<file path="src/rtl/pect_front.sv">
// Load front end: drops duplicate and closing vertices, counts the store and flags overflow.
// Pushes store and end requests into the queue; uses no package items.
module pect_front #(
  parameter int MAX_VERTICES = 64,
  parameter int COORD_WIDTH  = 24
) (
  input  logic                          clk,
  input  logic                          rst,
  input  logic                          start,
  input  logic signed [COORD_WIDTH-1:0] x_coord,
  input  logic signed [COORD_WIDTH-1:0] y_coord,
  input  logic                          last_vertex,
  input  logic                          full,
  output logic                          push,
  output logic [2*COORD_WIDTH+$clog2(MAX_VERTICES)+$clog2(MAX_VERTICES+1)+2:0] wdata
);
  localparam int CW  = COORD_WIDTH;
  localparam int IW  = $clog2(MAX_VERTICES);
  localparam int CNW = $clog2(MAX_VERTICES + 1);

  typedef struct packed {
    logic signed [CW-1:0] x;
    logic signed [CW-1:0] y;
    logic [IW-1:0]        idx;
    logic [CNW-1:0]       cnt;
    logic                 store;
    logic                 last;
    logic                 ovf;
  } entry_t;

  logic [CNW-1:0]       cnt;
  logic                 ovf;
  logic signed [CW-1:0] prevx, prevy, firstx, firsty;

  logic                 accept, is_dup, has_room, is_close, store, ovf_next, close;
  logic [CNW-1:0]       cnt_next;
  logic signed [CW-1:0] prevx_next, prevy_next, firstx_next, firsty_next;
  entry_t               ent;

  always_comb begin
    accept      = start && !full;
    is_dup      = (cnt != '0) && (x_coord == prevx) && (y_coord == prevy);
    has_room    = (cnt < CNW'(MAX_VERTICES));
    is_close    = last_vertex && (x_coord == firstx) && (y_coord == firsty);
    store       = !ovf && !is_dup && has_room;
    ovf_next    = ovf || (!is_dup && !has_room && !is_close);
    cnt_next    = cnt + CNW'(store);
    prevx_next  = store ? x_coord : prevx;
    prevy_next  = store ? y_coord : prevy;
    firstx_next = (store && cnt == '0) ? x_coord : firstx;
    firsty_next = (store && cnt == '0) ? y_coord : firsty;
    close       = (cnt_next > CNW'(1)) && (prevx_next == firstx_next) &&
                  (prevy_next == firsty_next);
    ent.x       = x_coord;
    ent.y       = y_coord;
    ent.idx     = cnt[IW-1:0];
    ent.cnt     = close ? cnt_next - CNW'(1) : cnt_next;
    ent.store   = store;
    ent.last    = last_vertex;
    ent.ovf     = ovf_next;
    push        = accept && (store || last_vertex);
    wdata       = ent;
  end

  always_ff @(posedge clk) begin
    if (rst) begin
      cnt <= '0;
      ovf <= 1'b0;
    end else if (accept) begin
      cnt <= last_vertex ? '0 : cnt_next;
      ovf <= last_vertex ? 1'b0 : ovf_next;
    end
  end

  always_ff @(posedge clk) begin
    if (accept) begin
      prevx  <= prevx_next;
      prevy  <= prevy_next;
      firstx <= firstx_next;
      firsty <= firsty_next;
    end
  end
endmodule

</file>
<file path="config.mk">
export PLATFORM = sky130hd
export DESIGN_NAME = pect_front
export DESIGN_NICKNAME = d
export VERILOG_FILES = /design/src/rtl/pect_front.sv
export SDC_FILE = /design/constraint.sdc
export NUM_CORES = 1
export LEC_CHECK = 0
export ABC_AREA = 1
export BUFFER_PORTS_ARGS = -buffer_cell sky130_fd_sc_hd__buf_4
export CAP_MARGIN = 20
export CORE_MARGIN = 2
export CORE_UTILIZATION = 40
export DETAILED_ROUTE_END_ITERATION = 10
export SETUP_SLACK_MARGIN = 0.15
export SYNTH_ARGS = -nofsm -noshare
export SYNTH_HDL_FRONTEND = slang
export SYNTH_SLANG_ARGS = --single-unit
</file>
<file path="constraint.sdc">
create_clock -name clk -period 11.4 [get_ports clk]
set_input_delay 2.28 -clock clk [delete_from_list [all_inputs] [get_ports clk]]
set_output_delay 2.28 -clock clk [all_outputs]
set_load 0.01 [all_outputs]
</file>
Word level (Yosys, flattened, before mapping). Index checks and enable logic that the tools add are counted. W data, S select, Z words.

Input bits: 53. Logic and storage cells: 45. Register bits: 104. Output and inout bits: 65.

Multiplexer cells: 7. Order comparisons: 2. Equality and inequality tests: 6. Add/subtract/negate cells: 2. Reductions and logical operators: 22.

Operators with widths (number): $eq A24 B24 Y1 (6); $mux W24 (4); $mux W7 (2); $logic_and A1 B1 Y1 (13); $add A7 B1 Y7 (1); $gt A7 B1 Y1 const B (1); $logic_not A7 Y1 (1); $lt A7 B7 Y1 const B (1); $reduce_bool A7 Y1 (1); $sub A7 B1 Y7 const B (1); $logic_not A1 Y1 (5); $logic_or A1 B1 Y1 (2); $mux W1 (1).

Depth between registers and ports, before layout.
Depth in word-level cells: 12. Gate-level depth with buffers: 30.

Least setup slack after synthesis. OpenSTA, ideal clock, no wires.

Path type: input port to output port. From: in start. To: out push. Data arrival time: 8.191 ns. Required time: 9.120 ns. Slack: 0.929 ns. Cell stages on the path: 4. Cells stage by stage: inv_1 > nor2_1 > clkinv_1 > nor2_1.

Cells in the longest elaborated chain, start to end: 2.

RTL lines: start: declaration (RTL line 9) `input logic start,`; $logic_and A1 B1 Y1 (RTL line 41) `accept = start && !full;`; via accept (RTL line 35) `logic accept, is_dup, has_room, is_close, store, ovf_next, close;`; $logic_and A1 B1 Y1 (RTL line 61) `push = accept && (store || last_vertex);`; end: declaration (RTL line 14) `output logic push,`.

The timed path passes the listed nets, and every way through them passes these cells.

Worst setup path in the final report.
From: in y_coord[17]. To: out wdata[5].

Cells in the longest elaborated chain, start to end: 11. Elaborated cells between the ends (all ways): 18. Those cells by class: add/sub (2); order compare (1); eq/ne (3); mux (5); reduce/logical (7).

RTL lines: start: declaration (RTL line 11) `input logic signed [COORD_WIDTH-1:0] y_coord,`; parallel branches: the longest is 10 deep, another holds $add A7 B1 Y7; $mux W7 * (RTL line 57) `ent.cnt = close ? cnt_next - CNW'(1) : cnt_next;`; end: declaration (RTL line 15) `output logic [2*COORD_WIDTH+$clog2(MAX_VERTICES)+$clog2(MAX_VERTICES+1)+2:0] wdata`.

Mark *: on every way between the ends.

==> out/summary.json <==
{
  "outcome": {
    "status": "finished, final reports clean"
  },
  "synth": {
    "synth_top_cell_area_share_pct": 36.7,
    "avgSynthCellArea_um2": 7.06,
    "synthSimpleGateAreaFrac_pct": 31.9,
    "number_of_enable_type_register_cells_in_the_synthesized_netlist": 96,
    "synth_seq_area_share_pct": 38.7,
    "post_synth_mux_area_share_pct": 0,
    "synth_area_leader_cell": "sky130_fd_sc_hd__edfxtp_1",
    "post_synth_xor_area_fraction_pct": 5.35,
    "ys_top_cells_by_area": "sky130_fd_sc_hd__edfxtp_1 37%, sky130_fd_sc_hd__nand2_1 19%, sky130_fd_sc_hd__inv_1 8.0%, sky130_fd_sc_hd__nand3_1 7.3%, sky130_fd_sc_hd__buf_4 5.7%",
    "synthesis.instances": 1114,
    "synth-main-ff-cell": "sky130_fd_sc_hd__edfxtp_1",
    "synth_seq_cells": 104,
    "postSynthNetCount": 1171,
    "yosys_warnings": 0,
    "synth_adder_area_share_pct": 0.636,
    "synth.lib_cells_used.distinct": 37,
    "synthesized_cell_area_um2": 7860,
    "synthArstFlopShare_pct": 0,
    "synth_compound_area_share_pct": 7.80,
    "synth_top_family_by_area": "simple AND/OR/NAND/NOR gates"
  },
  "floorplanning": {
    "die_h_um": 144,
    "number_of_cell_rows": 51,
    "die-width_um": 144,
    "core_um2": 19400,
    "initial_utilization_pct": 40.5,
    "top_level_ports": 118,
    "die_area_um2": 20800
  },
  "clock_network": {
    "cts_setup_buffers": 0,
    "cts_made_buffers": 9,
    "cts_root_buffer": "sky130_fd_sc_hd__clkbuf_16",
    "clk_path_buf_depth": 2,
    "cts.sinks": 104,
    "cts_hold_buf": 0,
    "worst_skew_pair.late_latency_ns": 0.35,
    "path_clk_slew_ns": 0.07,
    "post_cts_resize_count": 0,
    "cts.htree.levels": 3,
    "tritoncts": "built"
  },
  "pwr": {
    "cell_internal_pwr_w": 0.000679,
    "worst_vdd_drop_uv": 72.3,
    "total_leakage_power_nw": 4.41,
    "part_of_the_total_power_dissipated_in_the_clock_network_pct": 33.3,
    "share_comb_of_total_power_pct": 19.1,
    "p_sw_share_pct": 27.8,
    "netSwitchingPower_w": 0.000262,
    "post-layout-total-power_w": 0.000941,
    "power.sequential.fraction_pct": 47.6,
    "powerDensity_nw_per_um2": 107
  },
  "setup_path": {
    "cpMostUsedCell": "sky130_fd_sc_hd__nand2_1",
    "worst_setup_path_start_kind": "input pin",
    "timing.rr.end": "cnt[4]",
    "worstRegToRegCells": 17,
    "worst-r2r-setup-slack_ns": 8.66,
    "critPathCapture": "wdata[5]",
    "crit_slowest_cell": "sky130_fd_sc_hd__or2_2",
    "critPathCaptureType": "output pin",
    "worstSetupPathType": "in2out",
    "max_stage_delay_ns": 0.27,
    "worst_r2r_startpoint": "prevy[16]",
    "worst-path-max-fanout": 8,
    "critPathLaunch": "y_coord[17]",
    "arrival_ns": 5.73,
    "crit_required_ns": 9.12
  },
  "sta": {
    "finalWorstPathRequiredPeriod_ns": 8.01,
    "fmax_mhz": 125,
    "layout_setup_ws_ns": 3.39,
    "rsz0062_at_grt": "no",
    "worst_pin_slew_ns": 0.883,
    "finalClockSkew_ns": 0.00709,
    "finalSetupTns_ns": 0,
    "timing.final.max_slew_violations": 0,
    "final-hold-violation-count": 0,
    "timing.slew.headroom_pct": 41.1,
    "finalCritPeriodShare_pct": 70.2,
    "finish_stage_setup_viols": 0
  },
  "cells_and_area": {
    "layout.cells.most_common_list": "397 x sky130_fd_sc_hd__nand2_1, 168 x sky130_fd_sc_hd__inv_1, 124 x sky130_fd_sc_hd__buf_4",
    "postLayoutCoreUtil_pct": 45.6,
    "syn_to_final_growth_pct": 12.4,
    "antenna_fix_cells": 0,
    "area.sequential_um2": 3040,
    "fraction_of_layout_cells_with_a_size_suffix_above_1_pct": 13.3,
    "final_common_cell": "sky130_fd_sc_hd__nand2_1",
    "postLayoutCellArea_um2": 8840,
    "fillCellCount": 2009,
    "nets": 1221,
    "multi_input_area_um2": 3610
  },
  "route": {
    "ant_nets": 0,
    "drc": 0,
    "drtIter0Drc": 591,
    "drtPass1Iterations": 5,
    "vias_per_cell": 4.85,
    "routed_wirelength_mm": 20.3,
    "vias": 6949,
    "detail_route.wl_per_cell_um": 14.1
  },
  "global_routing": {
    "grt_start_max_net_pins": 73,
    "grt-ovfl-total": 0,
    "grt.met1_usage_pct": 25.9,
    "global_route_met3_utilization_pct": 3.84,
    "global_route.usage.total_pct": 20.1,
    "grt_pass1_vias": 6582,
    "grt.met2_usage_pct": 35.0,
    "grt_first_pass_wirelength_mm": 32.6,
    "antenna_violations_before_repair": 0,
    "global_route.peak_usage_layer": "met2"
  },
  "placement": {
    "gp_congestion": 0.891,
    "dp_hpwl_mm": 14.3,
    "buffer_ports.inserted": 117,
    "dpl-instance-area_um2": 8560,
    "dp_worst_setup_slack_ns": 3.43
  },
  "hold_path": {
    "min_from": "cnt[5]",
    "holdCritPathClass": "reg2reg"
  },
  "flow_run": {
    "max-cap-violations": 0
  }
}
-- synthesized netlist by cell type (14+ instances only) --
| library cell | count |
|---|---|
| sky130_fd_sc_hd__buf_2 | 14 |
| sky130_fd_sc_hd__buf_4 | 60 |
| sky130_fd_sc_hd__edfxtp_1 | 96 |
| sky130_fd_sc_hd__inv_1 | 168 |
| sky130_fd_sc_hd__nand2_1 | 397 |
| sky130_fd_sc_hd__nand3_1 | 115 |
| sky130_fd_sc_hd__nor2_1 | 62 |
| sky130_fd_sc_hd__o21a_1 | 14 |
| sky130_fd_sc_hd__o21ai_0 | 28 |
| sky130_fd_sc_hd__xnor2_1 | 26 |
| sky130_fd_sc_hd__xor2_1 | 22 |
-- stage by stage --
stage | hold WS (ns) | std cells
global placement | 0.482 | 1418
finish | 0.493 | 1434
floorplan | 0.459 | 1114
detailed placement | 0.487 | 1418
global route | 0.516 | 1434
CTS | 0.498 | 1434
-- how the worst min path moves through the flow --
stage	to	cells past startpoint
final	cnt[5]	2
after global routing	cnt[5]	2
after floorplan	cnt[5]	2
after CTS	cnt[5]	2
after detailed placement	cnt[5]	2
after global placement	cnt[5]	2
-- flip-flops by register name, summed over array words and instances (netlist names) --
name    cells
ovf         1
cnt         7
firstx     24
prevy      24
firsty     24
prevx      24
-- power by group through the flow --
stage / combinational (W) / clock (W) / sequential, W
floorplan: 0.000124 / 0 / 0.000456
global placement: 0.000179 / 0 / 0.000456
detailed placement: 0.000181 / 0 / 0.000457
CTS: 0.000181 / 0.000321 / 0.000448
global route: 0.000205 / 0.000335 / 0.000450
finish: 0.000180 / 0.000313 / 0.000448
-- area by class of cell --
class / instances / share of cell area (%)
timing repair buffer: 124 / 10.5
clock inverter: 5 / 0.538
sequential: 104 / 34.4
tap: 265 / 3.75
inverter: 171 / 7.26
clock buffer: 11 / 2.63
multi-input combinational: 754 / 40.8
-- kinds of logic after synthesis --
family                     after synthesis
AOI/OAI and AO/OA                       98
xor gates and xnor gates                48
adders and majority gates                4
and+or+nand+nor                        604
DFF                                    104
buffers and inverters                  256
-- critical path: cells and delay by family --
kind / cells / cell delay (ns)
adder cells (fa/ha/maj): 2 / 0.43
buffers and inverters: 5 / 0.52
AND/OR/NAND/NOR: 23 / 2.27
AO/OA/AOI/OAI: 1 / 0.19
-- routing by layer --
metal	wire [µm]	vias up
met1	9250	3165
met5	0	-
li1	-	3605
met2	9750	159
met4	301	0
met3	966	20
Power figures use the tool's default switching activity.
