==> src/rtl/pect_queue.sv <==
// Short request queue between the load front end and the triangulation back end.
// Generic width and depth; no package dependencies.
module pect_queue #(
  parameter int WIDTH = 8,
  parameter int DEPTH = 4
) (
  input  logic             clk,
  input  logic             rst,
  input  logic             push,
  input  logic [WIDTH-1:0] wdata,
  input  logic             pop,
  output logic [WIDTH-1:0] rdata,
  output logic             full,
  output logic             empty
);
  localparam int PW = (DEPTH > 1) ? $clog2(DEPTH) : 1;
  localparam int CW = $clog2(DEPTH + 1);

  logic [WIDTH-1:0] slots [DEPTH];
  logic [PW-1:0]    wptr;
  logic [PW-1:0]    rptr;
  logic [CW-1:0]    fill;

  assign full  = (fill == CW'(DEPTH));
  assign empty = (fill == '0);
  assign rdata = slots[rptr];

  always_ff @(posedge clk) begin
    if (push && !full) begin
      slots[wptr] <= wdata;
    end
  end

  always_ff @(posedge clk) begin
    if (rst) begin
      wptr <= '0;
      rptr <= '0;
      fill <= '0;
    end else begin
      if (push && !full) begin
        wptr <= (wptr == PW'(DEPTH - 1)) ? '0 : wptr + PW'(1);
      end
      if (pop && !empty) begin
        rptr <= (rptr == PW'(DEPTH - 1)) ? '0 : rptr + PW'(1);
      end
      fill <= fill + CW'(push && !full) - CW'(pop && !empty);
    end
  end
endmodule

==> config.mk <==
export PLATFORM = sky130hd
export DESIGN_NAME = pect_queue
export DESIGN_NICKNAME = d
export VERILOG_FILES = /design/src/rtl/pect_queue.sv
export SDC_FILE = /design/constraint.sdc
export NUM_CORES = 1
export LEC_CHECK = 0
export ABC_CLOCK_PERIOD_IN_PS = 2500
export BUFFER_PORTS_ARGS = -buffer_cell sky130_fd_sc_hd__buf_2
export CORE_MARGIN = 5
export CORE_UTILIZATION = 25
export CTS_BUF_LIST = sky130_fd_sc_hd__clkbuf_4 sky130_fd_sc_hd__clkbuf_8
export CTS_CLUSTER_SIZE = 24
export DETAILED_ROUTE_END_ITERATION = 10
export HOLD_SLACK_MARGIN = 0.12
export SYNTH_ARGS = -nofsm -noshare
export SYNTH_HDL_FRONTEND = slang
export SYNTH_SLANG_ARGS = --single-unit
==> constraint.sdc <==
create_clock -name clk -period 2.5 [get_ports clk]
set_input_delay 0.25 -clock clk [delete_from_list [all_inputs] [get_ports clk]]
set_output_delay 0.25 -clock clk [all_outputs]
set_load 0.005 [all_outputs]
Yosys cells after proc, flatten, opt, wreduce, memory -nomap -nowiden
Memories as Yosys holds them, arrays and structs flattened. A register that Yosys moved wholly into a read port is not among the register bits. Cells that the tools add are included.

Register bits: 7. Bits in latches: 0. Bits in writable memories: 32. Bits in read-only memories: 0. Bits of input ports: 12. Output and inout bits: 10. Word-level logic and storage cells: 22. Memories kept: 1.

Add/sub/neg operators: 4. $mul: 0. Divide/modulo/power cells: 0. $lt $le $gt $ge: 0. Equality and inequality tests: 3. Shift operators: 0. Mux-type cells: 6. Bitwise operators: 0. Reductions and logical operators: 5.

Memories: slots (depth 4, width 8, rd ports 1, clocked after Yosys merged registers in 1, write ports 1, RTL line 19) `logic [WIDTH-1:0] slots [DEPTH];`.

Operators with widths (number): $mux W2 (4); $add A2 B1 Y2 const B (2); $eq A2 B2 Y1 const B (2); $add A3 B1 Y3 (1); $eq A3 B3 Y1 const B (1); $logic_not A3 Y1 (1); $sub A3 B1 Y3 (1); $logic_and A1 B1 Y1 (2); $logic_not A1 Y1 (2); $mux W1 (2).

Logic depth before layout (Yosys ltp)
Gate-level depths: netlist of run 1.

Depth after elaboration: 5. Gate-level depth with buffers: 11. Mapped depth without buffers: 10.

Worst setup path after synthesis of run 1
OpenSTA, ideal clock, no wires.

Kind: register -> register. Start: register fill[2]. End: register fill[2]. Library setup time: 0.115 ns. Data arrival time: 2.071 ns. Required time: 2.385 ns. Path slack: 0.314 ns. Stages on the path, launching flop included: 12. Path buffers: 1. Period minus slack after synthesis: 2.186 ns. Path through: dfxtp_1 -> or3b_1 -> buf_6 -> and2_4 -> inv_1 -> ha_1 -> inv_1 -> ha_1 -> fa_1 -> xnor2_1 -> xnor2_1 -> nor2_1.

Longest elaborated chain between the ends: 5. Elaborated cells on any way between the ends: 8. Classes of those cells: add/sub (2); eq/ne (1); reduce/logical (5).

Ends and longest elaborated chain: start, declared (RTL line 22) `logic [CW-1:0] fill;`; start signal, assigned (RTL line 46) `fill <= fill + CW'(push && !full) - CW'(pop && !empty);`; $eq A3 B3 Y1 (RTL line 24) `assign full = (fill == CW'(DEPTH));`; $logic_not A1 Y1 (RTL line 46); $logic_and A1 B1 Y1 (RTL line 46); $add A3 B1 Y3 (RTL line 46); $sub A3 B1 Y3 (*) (RTL line 46).

Mark *: on every way between the ends. The rest lies on a longest branch, timed or not. A chain may end at the register's enable or synchronous reset.

Worst setup path after layout of run 1
Ends and elaborated chain as after synthesis.

==> metrics.md, run 1 <==
| Metric | Value |
|---|---|
| Core Area | 0.00635 mm² |
| Root Buffer | clkbuf_8 |
| Final Util | 30.2% |
| Ant diodes | 0 |
| Static leakage | 0.720 nW |
| I/O pins | 22 |
| Worst-path clk slew | 0.07 ns |
| Post-Synthesis Net Count | 112 |
| Largest net degree at the start of global routing | 13 |
| Period minus WS final | 2.24 ns |
| Period utilisation layout | 89.5% |
| GRT Util Overall | 7.30% |
| Status | complete, no violations |
| Cell Area, Synth | 0.00164 mm² |
| CP endpoint kind | register |
| #FFs+latches synth | 41 |
| H-tree level count | 2 |
| CTS buffer count | 5 |
| Critical path type | register to register |
| Max Cap Viol | 0 |
| Bufs on Longest Clock Path | 2 |
| Pwr/cell area | 900 mW/mm² |
| DRT Wirelength | 2890 µm |
| Hold Vio Cnt, Final | 0 |
| Max_slew headroom | 61.6% |
| Placed Area | 0.00183 mm² |
| Fill count | 620 |
| Share of cells above drive strength 1 | 35.0% |
| Slew @ Worst Pin | 0.575 ns |
| Vias in the first global route | 971 |
| Number of detailed-route iterations in the first pass | 4 |
| F_max | 447 MHz |
| WL/cell | 14.7 µm |
| Synth Area per Inst | 17.8 µm² |
| Hold Buf Count CTS | 0 |
| Input/output buffers | 21 |
| First-pass GRT wire length | 4650 µm |
| Worst-skew pair later-pin latency | 0.28 ns |
| DP HPWL | 2090 µm |
| Worst VDD drop | 0.000439 V |
| Antenna Nets Post-Route | 0 |
| Die Footprint | 0.00827 mm² |
| Initial Util | 25.8% |
| CP Data Arrival Time | 2.41 ns |
| Post-synthesis sequential area ratio | 69.7% |
| Syn Inst Count | 92 |
| Commonest non-fill, non-tap cell in the layout | edfxtp_1 |
| Post-synthesis cell type count | 25 |
| Final setup fails | 0 |
| Slew Viols, Final | 0 |
| Critical path launch point type | register |
| Design Area, Final | 0.00192 mm² |
| Hold_ws | 0.178 ns |
| Synth-to-layout area growth | 17.3% |
| DR vias | 857 |
| CP Max Fanout | 4 |
| DRC violations left | 0 |
| Vias/cell | 4.35 |
| 1st-iter DRT viols | 54 |
| Crit path required time | 2.67 ns |
| FP Rows | 29 |
| GRT overflow | 0 |
| Hold Crit Class | input port to register |
| Top post-synthesis cells by area | edfxtp_1 59%, dfxtp_1 11%, mux4_2 11%, ha_1 5.3%, inv_1 1.8% |
| DIE HEIGHT | 90.9 µm |
| Post_cts resized | 0 |
| Post-CTS Setup Repair Bufs | 0 |
| TritonCTS clock tree | built |
| Routability congestion estimate | 0.755 |
| Most frequent cells in the layout | 32 x edfxtp_1, 21 x buf_2, 9 x dfxtp_1, 8 x inv_1, 8 x mux4_2 |
| RSZ-0062 raised after global routing | false |
| Initial antenna violation count | 0 |
| Die W | 90.9 µm |
| Post-layout nets | 139 |
| YS warnings | 0 |
| CTS sink count | 41 |
| Biggest area consumer among synthesized cells | edfxtp_1 |
| Setup TNS | 0 ns |
| Worst Skew | 0.00857 ns |
| Top cell type's share of synthesized area | 58.7% |
[sequential cells by signal, summed over array words and instances (netlist names), named ones only]
| register | cells |
|---|---|
| fill | 3 |
| wptr | 2 |
| rptr | 2 |
| slots | 32 |
[synth_stat cells, drive strengths merged]
cell and n:
a21o 1, a21oi 2, and2 1, and3 4, buf 3, dfxtp 9
edfxtp 32, fa 1, ha 7, inv 8, mux2i 1, mux4 8
nand2 1, nand3 2, nor2 2, nor2b 2, nor3 2, o31ai 2
or3 1, or3b 1, xnor2 2
[metrics by stage]
stage	worst slack, ns	instances	power [W]
final	0.263	197	0.00173
after floorplan	0.314	92	0.00118
after global placement	0.389	189	0.00131
after CTS	0.260	197	0.00176
after detailed placement	0.276	189	0.00135
after global routing	0.113	197	0.00184
[layer usage]
layer | GRT usage (%) | wire length, µm | up-vias
met5 | 0 | 0 | -
met4 | 3.67 | 60 | 0
met3 | 2.07 | 118 | 9
met2 | 13.1 | 1540 | 20
met1 | 7.76 | 1170 | 429
li1 | - | - | 399
[worst max-delay path: stages (launching register included)]
cell and delay [ns]:
dfxtp_1 0.38, or3b_1 0.40, and2_4 0.18, inv_1 0.05, ha_1 0.12, inv_1 0.03, ha_1 0.19, fa_1 0.38
xnor2_1 0.18, xnor2_1 0.14, nor2_1 0.07
[logic make-up after synthesis]
logic type	share of synthesized area [%]
AO/OA/AOI/OAI	2.29
XOR/XNOR	1.07
adder cells (fa/ha/maj)	6.57
buffers and inverters	3.06
flip-flops	69.7
multiplexers	11.6
AND/OR/NAND/NOR	5.73
[final timing paths]
path	from	endpoint	slack (ns)	cells past startpoint
max	fill[2]$_SDFF_PP0_	fill[2]$_SDFF_PP0_	0.26	10
min	wdata[5]	slots[2][5]$_DFFE_PP_	0.18	1
max reg2reg	fill[2]$_SDFF_PP0_	fill[2]$_SDFF_PP0_	0.26	10
min reg2reg	rptr[0]$_SDFFE_PP0N_	register	0.52	2
[area by class of cell]
cell class	instances	area [µm²]	area share, %
sequential	41	1140	59.4
multi-input combinational	40	447	23.3
timing repair buffer	23	120	6.25
tap	77	96.3	5.02
clock buffer	6	76.3	3.97
inverter	8	30.0	1.56
clock inverter	2	10.0	0.521
[power by group]
group / switching [W] / internal (W) / total, W
Combinational: 0.000185 / 0.000229 / 0.000414
Sequential: 0.0000740 / 0.000831 / 0.000905
Clock: 0.000206 / 0.000204 / 0.000410
Note: power is estimated with default switching activity, not from simulation.
==> inputs of run 2 (changes only) <==
- ABC_AREA: default -> 1
==> run 2 against run 1 <==
Net effect:
- critical path depth did not move
- clock skew grew 0.00089 ns
- area after synthesis rose by 3.7%
- total power is 19% higher
- largest power group unchanged
- clock power grew 28%
==> metrics.md, run 2 <==
| Metric | Value |
|---|---|
| Max Cap Viol | 0 (unchanged) |
| Period utilisation layout | 76.8% (-13 points) |
| Total chip power | 0.00206 W (+19%) |
| Synth Area per Inst | 11.9 µm² (-33%) |
| Share of cells above drive strength 1 | 22.5% (-12 points) |
| Setup TNS | 0 ns (unchanged) |
| Worst-skew pair later-pin latency | 0.29 ns (about the same) |
| CP Max Fanout | 5 (+1) |
| DR vias | 1054 (+23%) |
| First-pass GRT wire length | 4900 µm (+5.4%) |
| Largest net degree at the start of global routing | 17 (+4) |
| Critical path type | register to register |
| Slew Viols, Final | 0 (unchanged) |
| TritonCTS clock tree | built |
| Initial Util | 25.3% (-0.52 points) |
| Slowest cell on the critical path | fa_1 |
| YS warnings | 0 (unchanged) |
| Period minus WS final | 1.92 ns (-0.317 ns) |
| Delay of the slowest critical-path stage | 0.39 ns (about the same) |
| Post-layout nets | 192 (+38%) |
| Post-synthesis sequential area ratio | 67.2% (-2.5 points) |
| Routability congestion estimate | 0.760 (+0.65%) |
| Static leakage | 0.802 nW (+12%) |
| FP Rows | 30 (+3.4%) |
| F_max | 521 MHz (+16%) |
| Die W | 92.4 µm (+1.6%) |
| Reg power frac | 44.8% (-7.5 points) |
| Biggest area consumer among synthesized cells | edfxtp_1 |
| Synth-to-layout area growth | 18.6% |
| Vias/cell | 4.17 (-4.2%) |
| CP endpoint kind | register |
| Top reg by flops | slots |
| Post_cts resized | 0 (unchanged) |
| Final Util | 30.0% (-0.26 points) |
| Biggest regs | slots: 32 flops, fill: 3 flops |
| GRT Util Overall | 7.62% (+0.32 points) |
| Internal | 0.00141 W (+12%) |
| Ant diodes | 0 (unchanged) |
| Critical path launch point type | register |
| Hold Buf Count CTS | 0 (unchanged) |
| Reg2reg setup slack | 0.58 ns (+0.32 ns) |
| Antenna Nets Post-Route | 0 (unchanged) |
| Cell Area, Synth | 0.00170 mm² (+3.7%) |
| Post-Synthesis Net Count | 163 (+46%) |
| Bufs on Longest Clock Path | 2 (unchanged) |
| WL/cell | 11.9 µm (-19%) |
| Logic gate share of total power | 29.8% (+5.8 points) |
| Worst-path clk slew | 0.07 ns (about the same) |
| Setup Slack @ Placement | 0.597 ns (+0.321 ns) |
| Syn Inst Count | 143 (+55%) |
| Reg-to-reg startpoint | fill[1]$_SDFF_PP0_ |
| Slack of the critical path | 0.580 ns (+0.317 ns) |
| Hold endpoint | fill[0]$_SDFF_PP0_ |
| Number of detailed-route iterations in the first pass | 4 (unchanged) |
| Pwr/cell area | 1020 mW/mm² (+14%) |
| Worst path cell trace | nor2_1 > nand2_1 > inv_1 > nor2_1 > ha_1 > inv_1 > ha_1 > fa_1 > nor2_1 > nor2_1 |
| Die Footprint | 0.00854 mm² (+3.3%) |
| Vias in the first global route | 1002 (+3.2%) |
| Hold Vio Cnt, Final | 0 (unchanged) |
| Slew @ Worst Pin | 0.734 ns (+0.159 ns) |
| Post-CTS Setup Repair Bufs | 0 (unchanged) |
| Hold Crit Class | input port to register |
| Input/output buffers | 21 (unchanged) |
| H-tree level count | 2 (unchanged) |
| DRC violations left | 0 (unchanged) |
| Most used DFF post-synth | edfxtp_1 |
| Switching Fraction | 31.6% (+4.7 points) |
| Initial antenna violation count | 0 (unchanged) |
| Top post-synthesis cells by area | edfxtp_1 57%, dfxtp_1 11%, nor2_1 7.1%, ha_1 5.2%, inv_1 3.8% |
| I/O pins | 22 (unchanged) |
| CTS buffer count | 5 (unchanged) |
| Most frequent cells in the layout | 32 x nor2_1, 32 x edfxtp_1, 21 x buf_2, 17 x inv_1, 12 x o21ai_0 |
| Ys async rst share | 0% (unchanged) |
| Worst r2r dst | fill[2]$_SDFF_PP0_ |
| Clock share of power | 25.4% (+1.7 points) |
| Hold path start | rst |
| Post-synth EDFFs | 32 (unchanged) |
| Switching Power | 0.000651 W (+40%) |
| Max_slew headroom | 50.9% (-11 points) |
| Worst VDD drop | 0.000531 V (+21%) |
| Status | complete, no violations |
| #FFs+latches synth | 41 (unchanged) |
| DP HPWL | 2060 µm (-1.1%) |
| Crit path top cell by count | nor2_1 |
| RSZ-0062 raised after global routing | false |
| Hold_ws | 0.140 ns (-0.0379 ns) |
| Top cell type's share of synthesized area | 56.6% (-2.1 points) |
| Final setup fails | 0 (unchanged) |
| Worst Skew | 0.00946 ns (+0.000888 ns) |
| Crit path required time | 2.69 ns (+0.02 ns) |
| Path depth of the worst reg2reg path | 10 (unchanged) |
| CTS sink count | 41 (unchanged) |
| CP Data Arrival Time | 2.11 ns (-0.30 ns) |
| Hold depth | 2 (+1) |
| DIE HEIGHT | 92.4 µm (+1.6%) |
| Post-synth top cells | 32 x edfxtp_1, 32 x nor2_1, 17 x inv_1, 12 x o21ai_0, 9 x dfxtp_1 |
| Root Buffer | clkbuf_8 |
| GRT overflow | 0 (unchanged) |
| Core Area | 0.00672 mm² (+5.8%) |
| Post-synthesis cell type count | 20 (-20%) |
| Largest register FFs | 32 (unchanged) |
| 1st-iter DRT viols | 33 (-39%) |
| DRT Wirelength | 3020 µm (+4.6%) |
run 2: cell types whose count changed after synthesis, sizes merged, moves of 4 or more:
| cell | delta |
|---|---|
| and3 | -4 |
| inv | +10 |
| mux4 | -8 |
| nand2 | +9 |
| nor2 | +30 |
| o21ai | +16 |
| o22ai | +8 |
run 2: metrics by stage:
| stage | instances | cell area, µm² |
|---|---|---|
| detailed placement | 245 | 1900 |
| CTS | 253 | 2010 |
| global route | 253 | 2010 |
| floorplan | 143 | 1700 |
| global placement | 245 | 1900 |
| finish | 253 | 2010 |
run 2: worst max path at each step:
stage | start | to | slack, ns | cells after the start
2_1_floorplan | fill[1]$_SDFF_PP0_ | fill[2]$_SDFF_PP0_ | 0.69 | 10
3_3_place_gp | fill[1]$_SDFF_PP0_ | fill[2]$_SDFF_PP0_ | 0.66 | 10
3_5_place_dp | fill[1]$_SDFF_PP0_ | fill[1]$_SDFF_PP0_ | 0.60 | 10
4_1_cts | fill[1]$_SDFF_PP0_ | fill[1]$_SDFF_PP0_ | 0.58 | 10
5_1_grt | fill[1]$_SDFF_PP0_ | fill[2]$_SDFF_PP0_ | 0.30 | 11
6_report | fill[1]$_SDFF_PP0_ | fill[2]$_SDFF_PP0_ | 0.58 | 10
run 2: critical path, delay by kind of cell (launching register included):
family	cells	cell delay (ns)
fa+ha+maj	3	0.83
buf+inv	2	0.14
flops	1	0.34
simple gates	5	0.52
run 2: area by class of cell:
cell class | instances | area [µm²]
fill | 681 | 4700
sequential | 41 | 1140
multi-input combinational | 82 | 467
timing repair buffer | 24 | 128
tap | 80 | 100
clock buffer | 6 | 76.3
inverter | 18 | 67.6
clock inverter | 2 | 35.0
run 2: layer usage:
layer	part of all wire [%]	track usage, %
met1	49	9.56
met2	45	11.5
met3	5.0	2.76
met4	1.5	3.71
met5	0	0
run 2: cell families after synthesis:
| kind of cell | synth area share (%) |
|---|---|
| xor gates and xnor gates | 0.516 |
| adders and majority gates | 6.34 |
| and+or+nand+nor | 11.4 |
| buffers and inverters | 5.31 |
| AOI/OAI and AO/OA | 9.21 |
| DFF | 67.2 |
run 2: power by group through the flow:
stage	Sequential (W)	Combinational, W	Clock [W]
final	0.000925	0.000615	0.000524
after floorplan	0.000918	0.000433	0
after global placement	0.000937	0.000617	0
after CTS	0.000925	0.000630	0.000533
after global routing	0.000940	0.000728	0.000561
after detailed placement	0.000940	0.000628	0
